--- config.mk ---
export PLATFORM = sky130hd
export DESIGN_NAME = go_back_n_sender
export DESIGN_NICKNAME = d
export VERILOG_FILES = /design/src/rtl/gbn_pkg.sv /design/src/rtl/go_back_n_sender.sv
export SDC_FILE = /design/constraint.sdc
export NUM_CORES = 2
export LEC_CHECK = 0
export ABC_CLOCK_PERIOD_IN_PS = 41300
export BUFFER_PORTS_ARGS = -buffer_cell sky130_fd_sc_hd__clkbuf_2
export CAP_MARGIN = 20
export CORE_MARGIN = 5
export CORE_UTILIZATION = 65
export DETAILED_ROUTE_END_ITERATION = 7
export PLACE_DENSITY = 0.84
export SLEW_MARGIN = 5
export SYNTH_ARGS = -nofsm -noshare
export SYNTH_HDL_FRONTEND = slang
export SYNTH_SLANG_ARGS = --single-unit
--- constraint.sdc ---
create_clock -name i_clk -period 41.3 [get_ports i_clk]
set_input_delay 6.195 -clock i_clk [delete_from_list [all_inputs] [get_ports i_clk]]
set_output_delay 6.195 -clock i_clk [all_outputs]
set_load 0.05 [all_outputs]
--- src/rtl/gbn_pkg.sv ---
// Shared types and constants of the Go-Back-N sender.
package gbn_pkg;

    localparam int BYTES_MAX = 20;
    localparam int PAY_W     = 8 * BYTES_MAX;

    // Item kinds on the input channel
    localparam logic [1:0] KIND_MSG   = 2'd0;
    localparam logic [1:0] KIND_ACK   = 2'd1;
    localparam logic [1:0] KIND_TIMER = 2'd2;

    // Timer actions on the output channel
    localparam logic [1:0] TMR_NONE  = 2'd0;
    localparam logic [1:0] TMR_START = 2'd1;
    localparam logic [1:0] TMR_STOP  = 2'd2;

    // Configuration register indexes
    localparam int         CFG_IDX_W        = 1;
    localparam int         CFG_DATA_W       = 16;
    localparam int         WL_W             = 4;
    localparam logic [0:0] CFG_WINDOW_LIMIT = 1'b0;
    localparam logic [0:0] CFG_TIMEOUT      = 1'b1;

    typedef struct packed {
        logic [1:0]  kind;
        logic [31:0] seq_num;
        logic [31:0] ack_num;
        logic [4:0]  length;
        logic [31:0] check_value;
        logic [63:0] payload_a;
        logic [63:0] payload_b;
        logic [31:0] payload_c;
    } t_in_item;

    typedef struct packed {
        logic        send_valid;
        logic [31:0] out_seq;
        logic [31:0] out_ack;
        logic [4:0]  out_length;
        logic [31:0] out_check;
        logic [63:0] out_payload_a;
        logic [63:0] out_payload_b;
        logic [31:0] out_payload_c;
        logic [1:0]  timer_action;
        logic [15:0] timer_value;
        logic        last;
    } t_out_item;

    // One buffered packet
    typedef struct packed {
        logic [4:0]       length;
        logic [31:0]      check;
        logic [PAY_W-1:0] payload;   // byte 0 in the lowest bits
    } t_entry;

    typedef enum logic [2:0] {
        ST_IDLE,
        ST_SUM,
        ST_EVAL,
        ST_RD,
        ST_RS,
        ST_OUT
    } t_state;

endpackage

--- src/rtl/go_back_n_sender.sv ---
// Go-Back-N ARQ sender: framing, checksum, retransmission buffer and resend sequencer.
//
// Takes one word at a time on the input channel and holds o_stall high until every result word
// it causes has been taken. A message or an ack word runs its checksum through one shared 32-bit
// adder, one payload byte per cycle, and its single result word shows on o_valid once the
// checksum is done (after ST_SUM and ST_EVAL); a bad or out-of-window ack gives no result and frees
// the block at that point, while a full-window message and kind 3 give no result and free
// it at once. A timer expiry with N packets outstanding gives N result words, each read from the
// packet buffer (a memory of MAX_WINDOW entries with registered read) and shown after ST_RD and
// ST_RS, from acceptance for the first and from the previous word being taken for the rest; with
// nothing outstanding it gives one timer-start word in the cycle after acceptance.
// The buffer needs no clearing pass after reset: only slots holding outstanding packets are
// ever used for a result. Configuration is written through i_cfg_we / i_cfg_idx / i_cfg_data;
// the user must write it only while the block is idle, which the block itself does not enforce.
module go_back_n_sender #(
    parameter int MAX_WINDOW    = 8,
    parameter int PAYLOAD_BYTES = 20
) (
    input  logic                     i_clk,
    input  logic                     i_rst_n,
    // configuration
    input  logic                     i_cfg_we,
    input  logic [gbn_pkg::CFG_IDX_W-1:0]  i_cfg_idx,
    input  logic [gbn_pkg::CFG_DATA_W-1:0] i_cfg_data,
    // input channel
    input  logic                     i_valid,
    output logic                     o_stall,
    input  gbn_pkg::t_in_item        i_item,
    // output channel
    output logic                     o_valid,
    input  logic                     i_stall,
    output gbn_pkg::t_out_item       o_item
);
    import gbn_pkg::*;

    localparam int IDX_W  = (MAX_WINDOW > 1) ? $clog2(MAX_WINDOW) : 1;
    localparam int CNT_W  = $clog2(MAX_WINDOW + 1);
    localparam int EFF_W  = (CNT_W > WL_W) ? CNT_W : WL_W;
    localparam int BCNT_W = (PAYLOAD_BYTES > 1) ? $clog2(PAYLOAD_BYTES) : 1;
    // bytes at or beyond PAYLOAD_BYTES read as zero
    localparam logic [PAY_W-1:0] PAY_MASK = {PAY_W{1'b1}} >> (8 * (BYTES_MAX - PAYLOAD_BYTES));

    // configuration registers
    logic [WL_W-1:0]  r_window_limit;
    logic [15:0]      r_timeout;

    // protocol state
    logic [31:0]      r_next_seq, r_base_seq;
    logic [IDX_W-1:0] r_next_idx, r_base_idx;

    // sequencer
    t_state           r_state, n_state;
    t_in_item         r_in;
    logic [PAY_W-1:0] r_pay;
    logic [31:0]      r_acc;
    logic [BCNT_W-1:0] r_bcnt;
    logic [IDX_W-1:0] r_rd_idx;
    logic [31:0]      r_rs_seq;
    logic [CNT_W-1:0] r_rs_left;
    logic             r_rs_first;
    t_out_item        r_out, n_out;

    // packet buffer
    t_entry           r_mem [MAX_WINDOW];
    t_entry           r_rd_data;

    logic [31:0]      outstanding;
    logic [EFF_W-1:0] eff_win;
    logic             win_full;
    logic             in_acc, out_acc;
    logic [PAY_W-1:0] in_pay;
    logic [7:0]       cur_byte;
    logic [31:0]      nb, ack_dist;
    logic             ack_ok;
    logic [IDX_W:0]   base_sum;
    logic [IDX_W-1:0] base_adv;

    assign in_acc  = i_valid && !o_stall;
    assign out_acc = o_valid && !i_stall;

    assign outstanding = r_next_seq - r_base_seq;

    // window limit clamped to 1..MAX_WINDOW
    always_comb begin
        eff_win = EFF_W'(r_window_limit);
        if (r_window_limit == '0) begin
            eff_win = EFF_W'(1);
        end
        if (eff_win > EFF_W'(MAX_WINDOW)) begin
            eff_win = EFF_W'(MAX_WINDOW);
        end
    end
    assign win_full = outstanding >= 32'(eff_win);

    assign in_pay   = {i_item.payload_c, i_item.payload_b, i_item.payload_a} & PAY_MASK;
    assign cur_byte = r_pay[r_bcnt*8 +: 8];

    // ack evaluation: new base must lie in base..next
    assign nb       = r_in.ack_num + 32'd1;
    assign ack_dist = nb - r_base_seq;
    assign ack_ok   = (r_acc == r_in.check_value) && (ack_dist <= outstanding);
    // ack_dist never exceeds MAX_WINDOW here, so one conditional subtract wraps the slot
    assign base_sum = {1'b0, r_base_idx} + ack_dist[IDX_W:0];
    assign base_adv = (base_sum >= (IDX_W+1)'(MAX_WINDOW))
                    ? IDX_W'(base_sum - (IDX_W+1)'(MAX_WINDOW))
                    : base_sum[IDX_W-1:0];

    function automatic logic [IDX_W-1:0] idx_inc(input logic [IDX_W-1:0] idx);
        idx_inc = (idx == IDX_W'(MAX_WINDOW - 1)) ? '0 : idx + IDX_W'(1);
    endfunction

    // next state
    always_comb begin
        n_state = r_state;
        case (r_state)
            ST_IDLE: begin
                if (in_acc) begin
                    case (i_item.kind)
                        KIND_MSG:   n_state = win_full ? ST_IDLE : ST_SUM;
                        KIND_ACK:   n_state = ST_SUM;
                        KIND_TIMER: n_state = (outstanding == '0) ? ST_OUT : ST_RD;
                        default:    n_state = ST_IDLE;
                    endcase
                end
            end
            ST_SUM: begin
                if (r_bcnt == BCNT_W'(PAYLOAD_BYTES - 1)) begin
                    n_state = ST_EVAL;
                end
            end
            ST_EVAL: begin
                if (r_in.kind == KIND_MSG || ack_ok) begin
                    n_state = ST_OUT;
                end else begin
                    n_state = ST_IDLE;
                end
            end
            ST_RD:   n_state = ST_RS;
            ST_RS:   n_state = ST_OUT;
            ST_OUT: begin
                if (out_acc) begin
                    n_state = r_out.last ? ST_IDLE : ST_RD;
                end
            end
            default: n_state = ST_IDLE;
        endcase
    end

    // handshake outputs
    always_comb begin
        o_stall = (r_state != ST_IDLE);
        o_valid = (r_state == ST_OUT);
        o_item  = r_out;
    end

    // result word framing
    always_comb begin
        n_out = r_out;
        case (r_state)
            ST_IDLE: begin
                // timeout with nothing outstanding: bare timer restart
                n_out              = '0;
                n_out.timer_action = TMR_START;
                n_out.timer_value  = r_timeout;
                n_out.last         = 1'b1;
            end
            ST_EVAL: begin
                n_out      = '0;
                n_out.last = 1'b1;
                if (r_in.kind == KIND_MSG) begin
                    n_out.send_valid    = 1'b1;
                    n_out.out_seq       = r_next_seq;
                    n_out.out_ack       = r_next_seq;
                    n_out.out_length    = r_in.length;
                    n_out.out_check     = r_acc;
                    n_out.out_payload_a = r_pay[63:0];
                    n_out.out_payload_b = r_pay[127:64];
                    n_out.out_payload_c = r_pay[159:128];
                    if (outstanding == '0) begin
                        n_out.timer_action = TMR_START;
                        n_out.timer_value  = r_timeout;
                    end
                end else if (nb == r_next_seq) begin
                    n_out.timer_action = TMR_STOP;
                end else begin
                    n_out.timer_action = TMR_START;
                    n_out.timer_value  = r_timeout;
                end
            end
            ST_RS: begin
                n_out               = '0;
                n_out.send_valid    = 1'b1;
                n_out.out_seq       = r_rs_seq;
                n_out.out_ack       = r_rs_seq;
                n_out.out_length    = r_rd_data.length;
                n_out.out_check     = r_rd_data.check;
                n_out.out_payload_a = r_rd_data.payload[63:0];
                n_out.out_payload_b = r_rd_data.payload[127:64];
                n_out.out_payload_c = r_rd_data.payload[159:128];
                n_out.last          = (r_rs_left == CNT_W'(1));
                if (r_rs_first) begin
                    n_out.timer_action = TMR_START;
                    n_out.timer_value  = r_timeout;
                end
            end
            default: ;
        endcase
    end

    always_ff @(posedge i_clk) begin
        if (!i_rst_n) begin
            r_state        <= ST_IDLE;
            r_window_limit <= WL_W'(8);
            r_timeout      <= 16'd200;
            r_next_seq     <= 32'd1;
            r_base_seq     <= 32'd1;
            r_next_idx     <= IDX_W'(1 % MAX_WINDOW);
            r_base_idx     <= IDX_W'(1 % MAX_WINDOW);
        end else begin
            r_state <= n_state;
            if (i_cfg_we) begin
                case (i_cfg_idx)
                    CFG_WINDOW_LIMIT: r_window_limit <= i_cfg_data[WL_W-1:0];
                    CFG_TIMEOUT:      r_timeout      <= i_cfg_data;
                    default:          ;
                endcase
            end
            if (r_state == ST_EVAL) begin
                if (r_in.kind == KIND_MSG) begin
                    r_next_seq <= r_next_seq + 32'd1;
                    r_next_idx <= idx_inc(r_next_idx);
                end else if (ack_ok) begin
                    r_base_seq <= nb;
                    r_base_idx <= base_adv;
                end
            end
        end
    end

    // datapath: shared checksum adder, resend walk
    always_ff @(posedge i_clk) begin
        r_out <= n_out;
        case (r_state)
            ST_IDLE: begin
                r_in   <= i_item;
                r_pay  <= in_pay;
                r_bcnt <= '0;
                if (i_item.kind == KIND_MSG) begin
                    r_acc <= r_next_seq + r_next_seq + 32'(i_item.length);
                end else begin
                    r_acc <= i_item.seq_num + i_item.ack_num + 32'(i_item.length);
                end
                r_rd_idx   <= r_base_idx;
                r_rs_seq   <= r_base_seq;
                r_rs_left  <= outstanding[CNT_W-1:0];
                r_rs_first <= 1'b1;
            end
            ST_SUM: begin
                r_acc  <= r_acc + {{24{cur_byte[7]}}, cur_byte};
                r_bcnt <= r_bcnt + BCNT_W'(1);
            end
            ST_OUT: begin
                if (out_acc) begin
                    r_rd_idx   <= idx_inc(r_rd_idx);
                    r_rs_seq   <= r_rs_seq + 32'd1;
                    r_rs_left  <= r_rs_left - CNT_W'(1);
                    r_rs_first <= 1'b0;
                end
            end
            default: ;
        endcase
    end

    // packet buffer: written on send, read every cycle at the resend slot
    always_ff @(posedge i_clk) begin
        if (r_state == ST_EVAL && r_in.kind == KIND_MSG) begin
            r_mem[r_next_idx] <= '{length: r_in.length, check: r_acc, payload: r_pay};
        end
        r_rd_data <= r_mem[r_rd_idx];
    end

    // never more packets in flight than the buffer holds
    a_window_bound: assert property (@(posedge i_clk) disable iff (!i_rst_n)
        outstanding <= 32'(MAX_WINDOW))
        else $error("outstanding count beyond buffer depth");

    // a result without a packet is always the only one of its word
    a_bare_is_last: assert property (@(posedge i_clk) disable iff (!i_rst_n)
        o_valid && !o_item.send_valid |-> o_item.last)
        else $error("bare timer result not marked last");

    // each further resend needs a fresh buffer read before it is shown
    a_resend_gap: assert property (@(posedge i_clk) disable iff (!i_rst_n)
        out_acc && !o_item.last |=> !o_valid ##1 !o_valid)
        else $error("resend shown without buffer read");

    // input is taken only while no result is pending
    a_no_overlap: assert property (@(posedge i_clk) disable iff (!i_rst_n)
        in_acc |-> !o_valid)
        else $error("input accepted while a result is pending");

endmodule
==> summary.txt <==
Cells and area
  • Fillers: 8495
  • Multi-input logic area: 28060 sq um
  • Fin nets: 6757
  • Layout cells sized above 1: 0.2653
  • FF/Latch Area: 69860 sq um
  • Most common cell after layout, fill and taps aside: edfxtp_1
  • Most frequent cells in the layout: edfxtp_1 (2133), clkbuf_2 (567), mux4_2 (440), dfxtp_1 (290), nand2_1 (243)
  • Layout area overhead: 12.65%

Clock tree
  • Num CTS Buffers: 223
  • CTS tree: yes
  • Post-cts resize count: 0
  • Maximum clock path buffer count: 3
  • H-Tree Depth: 4
  • Worst-Skew Late Latency: 860 ps
  • CTS Sinks: 2423
  • Hold-fix buffers at CTS: 0
  • CTS root buffer: clkbuf_16
  • Postcts setup bufs: 0
  • Clk slew on worst S/H paths: 60 ps

Synth
  • Synthesized flop and latch total: 2423
  • Post-synth ARST share: 0
  • Synth Warn #: 0
  • Syn Nets: 6188
  • Count of different cell masters after synthesis: 107
  • Top-area cell type share of the netlist area: 0.6432
  • Synth Area in Simple Gates: 0.04418
  • XOR/XNOR Fraction of Synth Area: 0.02483
  • Syn avg cell area: 17.50 sq um
  • Multiplexer share of the synthesized area: 0.1272
  • Seq/Total Area, Yosys: 0.7015
  • Syn Inst Count: 5689
  • Post-synth EDFFs: 2133
  • Cell taking the most area after synthesis: edfxtp_1
  • Post-Synth Adder-Cell Area: 0.02772
  • Post-synthesis compound-gate area fraction: 0.05682
  • Synth Cell Area: 99580 sq um
  • Post-synth top flop: edfxtp_1
  • Largest family of logic cells by synthesized area: multiplexers
  • Largest cells by area after synthesis: edfxtp_1 (64%), mux4_2 (10%), dfxtp_1 (5.8%), ha_1 (2.6%), mux2_2 (2.3%)

Global route
  • GRT Residual Overflow: 0
  • Largest net degree at the start of global routing: 160
  • Vias in the first global route: 58550
  • First-pass GRT wire length: 402.5 mm
  • Antenna violations before repair: 18
  • GRT Overall Usage: 0.3405

Status
  • Status: complete, no violations

Power and ir drop
  • P_leak: 39.71 nW
  • Power Dens Cells: 76.11 nW/um^2
  • Maximum vdd drop: 98.45 uV
  • Power Total: 8.538 mW

STA
  • Final Setup Violations: 0
  • Clock period minus worst slack: 9396 ps
  • FMAX: 106.4 MHz
  • Slew @ Worst Pin: 1143 ps
  • Slew HR: 0.2382
  • Setup TNS: 0 ps
  • RSZ-0062 raised after global routing: false
  • Final hold violation count: 0
  • Final clock skew: 90.63 ps
  • Pins over their slew limit: 0
  • Ratio of final minimum period to clock period: 0.2275

Floorplan
  • # IOs: 568
  • Chip height: 401.4 um
  • Die area: 161100 sq um
  • Core Area: 152100 sq um
  • FP Rows: 143
  • Initial Util: 0.6548
  • Die W: 401.4 um

Worst setup path
  • CP Data Required Time: 41850 ps
  • Max stage delay on crit path: 610 ps
  • CP bufs+invs: 1
  • Crit Path Max Fanout: 5
  • Top cell family by delay on the critical path: compound AO/OA/AOI/OAI gates
  • Slowest CP cell: fa_1
  • Cell mode on critical path: o211ai_1
  • Critical path cell sequence: clkbuf_2, fa_1, ha_1, o21a_1, o31a_1, o221a_2, a221o_1, a221oi_2, a21oi_1, a41oi_1, mux2i_1, o211ai_1, o211ai_1
  • Crit path kind: in2reg
  • CP startpoint kind: input port
  • CP arrival: 9950 ps
  • Setup crit end kind: flip-flop

Routing
  • Vias/cell: 6.850
  • # DRC: 0
  • 1st-iter DRT viols: 8133
  • Post-DR wirelength/cell: 32.55 um
  • DR vias: 58150
  • Total Wirelength: 276.4 mm
  • Pre-Repair DR Iteration Count: 6
  • Routed Antenna Nets: 0

Placement
  • GPL Wtd Cong: 0.9642
  • Hpwl dp: 162.0 mm
  • Port buffer count: 567

Worst hold path
  • Tightest Hold Check Type: reg2reg

Flow run
  • Max-Cap Viols: 0
## logic make-up (layout without fill, tap and decap cells)
| kind of cell | after synthesis | after routing |
|---|---|---|
| flops | 2423 | 2423 |
| buf+inv | 415 | 1182 |
| mux | 690 | 690 |
| fa+ha+maj | 214 | 214 |
| compound gates | 782 | 782 |
| xor+xnor | 276 | 276 |
| other cells | 0 | 4 |
| simple gates | 889 | 889 |
## path summary, 6_finish.rpt
check,startpoint,endpoint,slack [ps],cells past startpoint
worst min register to register,r_timeout[15],r_timeout[15],460,2
worst min-delay path,r_timeout[15],r_timeout[15],460,2
worst max register to register,r_in[197],r_base_seq[30],33940,27
worst max-delay path,i_item[196],r_acc[31],31900,13
## power by group
| part | internal (mW) | switching, mW |
|---|---|---|
| Combinational | 0.777 | 1.65 |
| Sequential | 3.41 | 0.544 |
| Clock | 1.23 | 0.924 |
| Total | 5.42 | 3.12 |
## synth_stat cells (7+ instances only)
| master | count |
|---|---|
| a22o_1 | 228 |
| o21bai_1 | 7 |
| nand3b_1 | 7 |
| nor4_1 | 23 |
| xnor2_1 | 152 |
| o21ai_0 | 127 |
| clkbuf_1 | 186 |
| xor2_1 | 120 |
| ha_1 | 203 |
| nor2_1 | 230 |
| o211ai_1 | 27 |
| or3_1 | 20 |
| mux2i_1 | 49 |
| o31a_1 | 7 |
| buf_2 | 9 |
| o211a_1 | 7 |
| a21o_1 | 60 |
| or2_2 | 8 |
| buf_4 | 35 |
| nand4_1 | 42 |
| and4_1 | 10 |
| edfxtp_1 | 2133 |
| nand2b_1 | 29 |
| buf_1 | 65 |
| nor3_1 | 66 |
| a21oi_2 | 14 |
| a211oi_1 | 21 |
| nand3_1 | 94 |
| and3_1 | 29 |
| a21oi_1 | 150 |
| and2_1 | 11 |
| nor2b_1 | 26 |
| mux4_2 | 440 |
| a31oi_1 | 12 |
| nand2_1 | 245 |
| a21boi_0 | 12 |
| inv_1 | 108 |
| mux2_2 | 201 |
| o21a_1 | 25 |
| fa_1 | 11 |
| dfxtp_1 | 290 |
## registers in the layout (all words and copies together) (netlist names)
| register | cells |
|---|---|
| r_timeout | 16 |
| r_window_limit | 4 |
| r_next_seq | 32 |
| r_rs_first | 1 |
| r_bcnt | 5 |
| r_rs_seq | 32 |
| o_item | 249 |
| r_next_idx | 3 |
| r_base_idx | 3 |
| r_base_seq | 32 |
| r_pay | 160 |
| r_state | 3 |
| r_in | 71 |
| r_rd_idx | 3 |
| r_rd_data | 197 |
| r_mem | 1576 |
| r_rs_left | 4 |
| r_acc | 32 |
## layout make-up
class | count | share of cell area
inverter | 110 | 0.003748
sequential | 2423 | 0.6228
tap | 2030 | 0.02264
multi-input combinational | 2851 | 0.2501
clock inverter | 102 | 0.01150
clock buffer | 321 | 0.05702
antenna | 4 | 0.00008923
timing repair buffer | 649 | 0.03212
## metrics by stage
| stage | hold slack, ps | util | instance area (sq um) | worst slack, ps | std cells |
|---|---|---|---|---|---|
| floorplan | 436.6 | - | 99580 | 20250 | 5689 |
| global placement | 442.2 | 0.6870 | 104500 | 31220 | 8063 |
| detailed placement | 450.4 | 0.6870 | 104500 | 31200 | 8063 |
| CTS | 460.4 | 0.7375 | 112200 | 32070 | 8486 |
| global route | 483.2 | 0.7375 | 112200 | 31820 | 8486 |
| finish | 464.5 | 0.7376 | 112200 | 31900 | 8490 |
## worst register-to-register path, stage by stage, from the launching register on
cell and delay [ps]:
edfxtp_1 470, ha_1 250, nand4_1 240, or3_1 650
nor2_1 190, xor2_1 350, ha_1 380, a21o_1 190
a21o_1 180, a21oi_1 190, o21a_1 170, o21ai_0 110
a22o_1 330, o21a_1 240, a211o_1 300, a2111o_1 370
o211a_1 140, ha_1 300, nand4_1 110, nor2_1 140
and3_1 230, nand4_1 140, a21oi_1 170, o21ai_1 240
nor2_4 210, buf_4 510, mux2i_1 350, nor2_1 60
## per-layer routing
metal,global-route usage,share of wire,vias up
li1,-,-,23710
met1,0.4680,0.36,29480
met2,0.5417,0.48,4267
met3,0.07500,0.11,689
met4,0.1363,0.047,12
met5,0,0.00028,-
No activity file was read; power rests on OpenSTA's default activity.
